[config.mk]
export PLATFORM = sky130hd
export DESIGN_NAME = life_generation_stream
export DESIGN_NICKNAME = d
export VERILOG_FILES = /design/src/rtl/core/lgs_pkg.sv /design/src/rtl/core/life_generation_stream.sv /design/src/rtl/core/lgs_cell.sv /design/src/rtl/core/lgs_chain.sv
export SDC_FILE = /design/constraint.sdc
export NUM_CORES = 1
export LEC_CHECK = 0
export BUFFER_PORTS_ARGS = -buffer_cell sky130_fd_sc_hd__buf_2
export CORE_MARGIN = 4
export CORE_UTILIZATION = 55
export DETAILED_ROUTE_END_ITERATION = 12
export GPL_ROUTABILITY_DRIVEN = 1
export PLACE_DENSITY = 0.81
export SETUP_SLACK_MARGIN = 0.05
export SLEW_MARGIN = 25
export SYNTH_ARGS = -nofsm -noshare
export SYNTH_HDL_FRONTEND = slang
export SYNTH_SLANG_ARGS = --single-unit
[constraint.sdc]
create_clock -name clk -period 9.3 [get_ports clk]
set_clock_uncertainty 0.05 [all_clocks]
set_input_delay 1.395 -clock clk [delete_from_list [all_inputs] [get_ports clk]]
set_output_delay 1.395 -clock clk [all_outputs]
set_load 0.005 [all_outputs]
[src/rtl/core/lgs_pkg.sv]
// Shared constants, chain control type and the B3/S23 rule for the life generation stream.
`timescale 1ns / 1ps
package lgs_pkg;

	// Default and reset widths of the grid
	localparam int           LGS_MAX_COLS    = 32;
	localparam logic [5:0]   GRID_COLS_RESET = 6'd32;

	// Row position codes
	localparam logic [1:0]   ROW_FIRST  = 2'd0;
	localparam logic [1:0]   ROW_SECOND = 2'd1;
	localparam logic [1:0]   ROW_LATER  = 2'd2;

	// Control broadcast to every cell of the row chain
	typedef struct packed {
		logic adv;      // step taken this cycle: pass the column token on
		logic wr;       // update the selected column
		logic restart;  // access column zero regardless of the token
		logic din;      // new bit for the lower row store
	} chain_ctl_t;

	// Next state of the window center: birth on three, survival on two or three
	function automatic logic life_next(input logic [8:0] win);
		logic [3:0] count;
		count = 4'd0;
		for (int b = 0; b < 9; b++) begin
			if (b != 4) begin
				count = count + {3'd0, win[b]};
			end
		end
		if (win[4]) begin
			life_next = (count == 4'd2) || (count == 4'd3);
		end else begin
			life_next = (count == 4'd3);
		end
	endfunction

endpackage

[src/rtl/core/life_generation_stream.sv]
// Top level: streams one Conway B3/S23 generation over a raster-ordered grid.
//
//   channel   direction  handshake                   payload
//   in        sink       in_valid / in_ready         cell_alive, frame_end
//   out       source     out_valid / out_ready       next_alive, frame_last
//   config    sink       grid_cols_we                grid_cols
//
// One cell is taken per cycle while the output register drains; each cell but a
// frame_end cell gives at most one result. A cell marked frame_end starts a flush
// (one column of the cell chain per cycle), during which no input is taken.
// Reset clears control, window and the column token; the row stores are not cleared.
// A stalled output holds the flush and input in place.
`timescale 1ns / 1ps
module life_generation_stream #(
	parameter int MAX_COLS = lgs_pkg::LGS_MAX_COLS
) (
	input  logic       clk,
	input  logic       arst_n,
	input  logic       grid_cols_we,
	input  logic [5:0] grid_cols,
	input  logic       in_valid,
	output logic       in_ready,
	input  logic       cell_alive,
	input  logic       frame_end,
	output logic       out_valid,
	input  logic       out_ready,
	output logic       next_alive,
	output logic       frame_last
);
	import lgs_pkg::*;

	localparam int         CW        = $clog2(MAX_COLS + 1);
	localparam logic [5:0] MAX_COLS6 = 6'(MAX_COLS);

	localparam logic [1:0] ST_IDLE = 2'd0;
	localparam logic [1:0] ST_TAIL = 2'd1;
	localparam logic [1:0] ST_HEAD = 2'd2;

	logic [5:0]    grid_cols_q;
	logic [1:0]    state_q;
	logic [CW-1:0] col_q;
	logic [1:0]    row_q;
	logic [CW-1:0] fk_q;
	logic [1:0]    fr_q;
	logic [8:0]    win_q;
	logic          out_valid_q;
	logic          next_alive_q;
	logic          frame_last_q;

	logic [5:0]    w6;
	logic [CW-1:0] w;
	logic          out_free;
	logic          wrap;
	logic [CW-1:0] k;
	logic [1:0]    r;
	logic [1:0]    r_next;
	logic [CW-1:0] acc_col;
	logic          col_ok;
	logic          rd_up;
	logic          rd_mid;
	logic [2:0]    triple;
	logic [8:0]    win_new;
	logic [8:0]    win_emit;
	logic          emit;
	logic          emit_last;
	logic          step;
	logic          head_done;
	chain_ctl_t    ctl;

	// Hold the grid width
	always_ff @(posedge clk or negedge arst_n) begin
		if (!arst_n) begin
			grid_cols_q <= GRID_COLS_RESET;
		end else if (grid_cols_we) begin
			grid_cols_q <= grid_cols;
		end
	end

	// Clamp the width to one..MAX_COLS
	assign w6 = (grid_cols_q == 6'd0) ? 6'd1 :
	            (grid_cols_q > MAX_COLS6) ? MAX_COLS6 : grid_cols_q;
	assign w  = w6[CW-1:0];

	assign out_free  = !out_valid_q || out_ready;
	assign in_ready  = (state_q == ST_IDLE) && out_free;
	assign head_done = (col_q == fk_q + CW'(1));

	// Start a new row early when the width shrank below the column
	always_comb begin
		wrap    = (col_q >= w);
		k       = wrap ? '0 : col_q;
		if (wrap) begin
			r = (row_q == ROW_LATER) ? ROW_LATER : row_q + 2'd1;
		end else begin
			r = row_q;
		end
		r_next  = (r == ROW_LATER) ? ROW_LATER : r + 2'd1;
		acc_col = (state_q == ST_IDLE) ? k : col_q;
		col_ok  = (acc_col < w);
	end

	// Build the incoming column, shift the window and pick the result
	always_comb begin
		triple    = 3'b000;
		win_new   = {win_q[5:0], 3'b000};
		win_emit  = win_new;
		emit      = 1'b0;
		emit_last = 1'b0;
		step      = 1'b0;
		case (state_q)
			ST_IDLE: begin
				step   = in_valid && in_ready;
				triple = {(r == ROW_LATER) & rd_up, (r != ROW_FIRST) & rd_mid, cell_alive};
				if (k == '0) begin
					win_emit = {win_q[5:0], 3'b000};
					win_new  = {6'd0, triple};
					emit     = (r == ROW_LATER);
				end else begin
					win_new  = {win_q[5:0], triple};
					win_emit = win_new;
					emit     = (r != ROW_FIRST);
				end
			end
			ST_TAIL: begin
				step     = out_free;
				triple   = col_ok ? {(fr_q == ROW_LATER) & rd_up, rd_mid, 1'b0} : 3'b000;
				win_new  = {win_q[5:0], triple};
				win_emit = win_new;
				emit     = (fr_q != ROW_FIRST);
			end
			ST_HEAD: begin
				step   = out_free;
				triple = col_ok ? {(fr_q != ROW_FIRST) & rd_up, rd_mid, 1'b0} : 3'b000;
				if (col_q == '0) begin
					win_new = {6'd0, triple};
				end else begin
					win_new = {win_q[5:0], triple};
				end
				win_emit  = win_new;
				emit      = (col_q != '0);
				emit_last = head_done;
			end
			default: begin
				step = 1'b0;
			end
		endcase
	end

	// Drive the cell chain: write on input steps and on in-grid tail steps
	always_comb begin
		ctl.adv     = step;
		ctl.restart = (acc_col == '0);
		ctl.wr      = (state_q == ST_IDLE) || ((state_q == ST_TAIL) && col_ok);
		ctl.din     = (state_q == ST_IDLE) ? cell_alive : 1'b0;
	end

	lgs_chain #(
		.COLS (MAX_COLS)
	) u_chain (
		.clk    (clk),
		.arst_n (arst_n),
		.ctl    (ctl),
		.rd_up  (rd_up),
		.rd_mid (rd_mid)
	);

	// Sequence rows, columns and the frame-end flush
	always_ff @(posedge clk or negedge arst_n) begin
		if (!arst_n) begin
			state_q <= ST_IDLE;
			col_q   <= '0;
			row_q   <= ROW_FIRST;
			fk_q    <= '0;
			fr_q    <= ROW_FIRST;
			win_q   <= '0;
		end else if (step) begin
			case (state_q)
				ST_IDLE: begin
					win_q <= win_new;
					if (frame_end) begin
						fk_q    <= k;
						fr_q    <= r;
						col_q   <= k + CW'(1);
						row_q   <= r;
						state_q <= ST_TAIL;
					end else if (k + CW'(1) >= w) begin
						col_q <= '0;
						row_q <= r_next;
					end else begin
						col_q <= k + CW'(1);
						row_q <= r;
					end
				end
				ST_TAIL: begin
					win_q <= win_new;
					if (col_q == w) begin
						col_q   <= '0;
						state_q <= ST_HEAD;
					end else begin
						col_q <= col_q + CW'(1);
					end
				end
				ST_HEAD: begin
					if (head_done) begin
						col_q   <= '0;
						row_q   <= ROW_FIRST;
						win_q   <= '0;
						state_q <= ST_IDLE;
					end else begin
						win_q <= win_new;
						col_q <= col_q + CW'(1);
					end
				end
				default: begin
					state_q <= ST_IDLE;
				end
			endcase
		end
	end

	// Hold a result until its transfer; load the next one on an emitting step
	always_ff @(posedge clk or negedge arst_n) begin
		if (!arst_n) begin
			out_valid_q <= 1'b0;
		end else if (step && emit) begin
			out_valid_q <= 1'b1;
		end else if (out_ready) begin
			out_valid_q <= 1'b0;
		end
	end

	always_ff @(posedge clk) begin
		if (step && emit) begin
			next_alive_q <= life_next(win_emit);
			frame_last_q <= emit_last;
		end
	end

	assign out_valid  = out_valid_q;
	assign next_alive = next_alive_q;
	assign frame_last = frame_last_q;

`ifndef SYNTH
	// No input is taken while a flush runs
	a_no_input_in_flush: assert property (@(posedge clk) disable iff (!arst_n)
		(state_q != ST_IDLE) |-> !in_ready)
		else $error("input taken during frame flush");

	// The frame's final result is only loaded as the flush ends
	a_last_ends_flush: assert property (@(posedge clk) disable iff (!arst_n)
		(out_valid_q && frame_last_q) |-> (state_q == ST_IDLE))
		else $error("frame_last shown while flush still running");

	// The head sweep never passes the marked column plus one
	a_head_bound: assert property (@(posedge clk) disable iff (!arst_n)
		(state_q == ST_HEAD) |-> (col_q <= fk_q + CW'(1)))
		else $error("head sweep ran past the final column");

	// A flush leaves the block at the top of a fresh frame
	a_flush_clears: assert property (@(posedge clk) disable iff (!arst_n)
		(state_q == ST_HEAD && step && head_done) |=>
		(state_q == ST_IDLE && col_q == '0 && row_q == ROW_FIRST && win_q == '0))
		else $error("frame state not cleared after flush");
`endif

endmodule

[src/rtl/core/lgs_cell.sv]
// One grid column: its two row-store bits and its slot of the column token.
`timescale 1ns / 1ps
module lgs_cell (
	input  logic               clk,
	input  logic               arst_n,
	input  lgs_pkg::chain_ctl_t ctl,
	input  logic               head,
	input  logic               sel_prev,
	output logic               sel,
	output logic               rd_up,
	output logic               rd_mid
);
	import lgs_pkg::*;

	logic tok_q;
	logic up_q;
	logic mid_q;

	// Select this column: the head cell on restart, else wherever the token sits
	assign sel    = ctl.restart ? head : tok_q;
	assign rd_up  = sel & up_q;
	assign rd_mid = sel & mid_q;

	// Advance the token from the neighbor on every step
	always_ff @(posedge clk or negedge arst_n) begin
		if (!arst_n) begin
			tok_q <= 1'b0;
		end else if (ctl.adv) begin
			tok_q <= sel_prev;
		end
	end

	// Shift the column down one row and take the new lower bit
	always_ff @(posedge clk) begin
		if (ctl.adv && ctl.wr && sel) begin
			up_q  <= mid_q;
			mid_q <= ctl.din;
		end
	end

endmodule

[src/rtl/core/lgs_chain.sv]
// Row of column cells holding both row stores, with the read of the selected column.
`timescale 1ns / 1ps
module lgs_chain #(
	parameter int COLS = lgs_pkg::LGS_MAX_COLS
) (
	input  logic               clk,
	input  logic               arst_n,
	input  lgs_pkg::chain_ctl_t ctl,
	output logic               rd_up,
	output logic               rd_mid
);
	import lgs_pkg::*;

	logic [COLS-1:0] sel_w;
	logic [COLS-1:0] up_w;
	logic [COLS-1:0] mid_w;

	// Build the chain; the first cell heads it and has no left neighbor
	for (genvar i = 0; i < COLS; i++) begin : g_cell
		logic sel_prev;
		if (i == 0) begin : g_first
			assign sel_prev = 1'b0;
		end else begin : g_next
			assign sel_prev = sel_w[i-1];
		end
		lgs_cell u_cell (
			.clk      (clk),
			.arst_n   (arst_n),
			.ctl      (ctl),
			.head     ((i == 0) ? 1'b1 : 1'b0),
			.sel_prev (sel_prev),
			.sel      (sel_w[i]),
			.rd_up    (up_w[i]),
			.rd_mid   (mid_w[i])
		);
	end

	// Collect the selected column; no column selected reads as dead
	assign rd_up  = |up_w;
	assign rd_mid = |mid_w;

endmodule

==> results.toml <==
[run_status]
status = "finished, final reports clean"

[sta]
rsz0062_at_grt = "no"
period_minus_slack_ps = 6458
relSlewSlack_pct = 45.11
fmax_mhz = 154.9
worstMarginPinSlew_ps = 823.4
setup_viol = 0
drv_slew = 0
report.final.hold_viol_count = 0
period_share_pct = 69.44
timing.hold.ws_ps = 408.2
finalSetupTns_ps = 0

[worst_setup_path]
worstPathArrival_ps = 6580
critPathMaxFanout = 10
critPathLaunchType = "register"
endpoint_kind = "register"
required_ps = 9420
worstSetupPathType = "reg -> reg"

[placement]
dp_hpwl_um = 9208
port_buffers = 16
routabilityCongestion = 0.8864
dp_cells = 679

[cells_and_area]
antennaDiodeCount = 0
post-route-util_pct = 63.02
final-instance-count-excl-fill = 711
final_net_count = 612
fill_cells = 870
drive_above_1_share_pct = 12.85
syn2layout_area_growth_pct = 11.56

[pwr]
pwr-share-seq_pct = 31.6
power_mw = 2.524
p_sw_mw = 1.041
internal_power_mw = 1.482
peakVddDrop_mv = 0.1913
clkPwrFrac_pct = 26.0
power.density_nw_per_um2 = 347.8
switching_share_pct = 41.26
pwr-share-comb_pct = 42.5
leakage_nw = 3.100

[clocking]
cts.sinks = 128
clk_pin_slew_ps = 60
htreeDepth = 4
postCtsHoldBufs = 0
numCtsBuffers = 17
clk_path_buf_depth = 2
post-cts-setup-buffers = 0
root_buffer = "clkbuf_16"
cts_tree = "yes"
clock_latency_ps = 420
cts_resized = 0

[grt]
grt_pass1_wl_um = 23550
grt_max_degree = 63
grt_overflow = 0
antenna_found_initial = 0
grt_pass1_vias = 4622
track_usage_pct = 22.63

[synthesis]
syn_nets = 599
async_reset_ff_share_pct = 48.44
ys.warnings.count = 0
syn-instance-count = 542
synth-edff-count = 66
synth-seq-area-share_pct = 54.34
ys_top_cells_by_area = "edfxtp_1 (30%), dfrtp_1 (23%), ha_1 (8.1%)"
ys_ff_latch = 128
synth_top_area_share_pct = 30.47
syn_area_um2 = 6505
synthDistinctLibCells = 65
ys.flop_type = "edfxtp_1"
synth.avg_cell_area_um2 = 12.00
synth_top_cell_by_area = "edfxtp_1"

[drt]
dr_total_vias = 4520
ant_nets = 0
totalWireLength_um = 13930
drtPass1Iterations = 5
drt_iter0_drc = 505
route.detailed.drc = 0
wl_per_cell_um = 19.59
routed_via_density = 6.357

[die]
rows = 39
fp.coreArea_um2 = 11520
initial_core_util_pct = 56.49
dieWidth_um = 116.8
die_h_um = 116.8
die_area_um2 = 13630
io_pins = 17

[run]
max_cap_violations = 0

[worst_hold_path]
worstHoldPathType = "reg -> reg"
## kinds of logic (layout without fill, tap and decap cells)
kind of cell / count (synthesis) / count (layout) / synth area share, %
xor+xnor: 18 / 18 / 2.424
simple gates: 158 / 158 / 13.19
compound gates: 140 / 140 / 16.64
mux: 11 / 11 / 1.808
fa+ha+maj: 44 / 44 / 8.694
flops: 128 / 128 / 54.34
buf+inv: 43 / 69 / 2.904
## worst max-delay path, stage by stage (launching register included)
cell	delay, ps
dfrtp_1	390
nor4_1	270
nor2_1	90
nor2_1	150
ha_1	270
nand2b_1	140
a21oi_1	220
o221ai_2	270
a21oi_1	250
ha_1	290
a21oi_1	160
nand3_1	100
a21oi_1	370
nand3_1	140
a211oi_1	370
fa_1	490
ha_1	220
fa_1	460
ha_1	340
ha_1	330
ha_1	210
xnor2_1	250
nand3_1	130
xnor2_1	140
o2111a_1	130
## placed cells by master (no fill, tap or decap), types with 4 or more instances in the layout
master | Yosys | layout
a211oi_1 | 5 | 5
a21oi_1 | 11 | 11
a22o_1 | 32 | 32
a22oi_1 | 25 | 25
and2_1 | 7 | 5
and3_1 | 34 | 34
buf_2 | 6 | 16
clkbuf_16 | 0 | 17
dfrtp_1 | 61 | 61
edfxtp_1 | 66 | 66
ha_1 | 42 | 42
inv_1 | 18 | 18
inv_6 | 0 | 5
mux2_2 | 6 | 6
mux2i_1 | 5 | 5
nand2_1 | 36 | 36
nand2b_1 | 4 | 4
nand3_1 | 20 | 20
nand4_1 | 6 | 6
nor2_1 | 20 | 20
nor2b_1 | 9 | 9
nor3_1 | 6 | 6
o21ai_0 | 23 | 23
xnor2_1 | 13 | 13
xor2_1 | 5 | 5
## per-layer routing
metal	vias to the layer above	wire length, um	global-route usage (%)
met5	-	0	0
met4	0	214	8.180
met3	21	849	6.321
met2	184	6487	35.00
met1	2208	6379	30.77
li1	2107	-	-
## sequential cells by signal, summed over array words and instances, names as in the netlist
| name | flops |
|---|---|
| frame_last | 1 |
| grid_cols_q | 6 |
| state_q | 2 |
| u_chain.g_cell.u_cell.mid_q | 32 |
| fr_q | 2 |
| col_q | 6 |
| fk_q | 6 |
| u_chain.g_cell.u_cell.up_q | 32 |
| win_q | 6 |
| u_chain.g_cell.u_cell.tok_q | 31 |
| row_q | 2 |
| out_valid | 1 |
| next_alive | 1 |
## cell usage after synthesis (all sizes together), types with 6 or more instances
cell type  count
and3          34
mux2           6
nand3         20
xnor2         13
a21oi         12
o21ai         23
nor2b          9
inv           18
a22o          32
nor2          20
and2           7
a211oi         6
edfxtp        66
clkbuf        14
ha            42
nand4          6
dfrtp         61
a22oi         25
buf           11
nand2         36
nor3           6
## final timing paths
check / start / endpoint / slack (ps) / depth (start not counted)
max: grid_cols_q[1] / next_alive / 2840 / 24
min: u_chain.g_cell[1].u_cell.mid_q / u_chain.g_cell[1].u_cell.up_q / 410 / 0
max reg2reg: grid_cols_q[1] / next_alive / 2840 / 24
min reg2reg: u_chain.g_cell[1].u_cell.mid_q / u_chain.g_cell[1].u_cell.up_q / 410 / 0
max in group asynchronous: arst_n / win_q[3] / 7560 / 2
min in group asynchronous: arst_n / grid_cols_q[1] / 1100 / 2
## cell type report
cell class | instances | area [um2] | share of cell area [%]
sequential | 128 | 3535 | 48.71
multi-input combinational | 371 | 2791 | 38.47
clock buffer | 17 | 425.4 | 5.862
tap | 143 | 178.9 | 2.466
clock inverter | 15 | 156.4 | 2.155
timing repair buffer | 19 | 102.6 | 1.414
inverter | 18 | 67.56 | 0.9310
## metrics by stage
step                      setup WS (ps)  area [um2]
after floorplan                    3444        6505
after global placement             3062        6666
after detailed placement           2890        6666
after CTS                          2850        7248
after global routing               2342        7257
final                              2842        7257
## power groups by stage
stage	Combinational (mW)	Sequential, mW	Clock [mW]
after floorplan	0.835	0.765	0
after global placement	1.02	0.801	0
after detailed placement	1.05	0.804	0
after CTS	1.06	0.796	0.660
after global routing	1.21	0.809	0.686
final	1.07	0.797	0.655
Note: power is estimated with default switching activity, not from simulation.
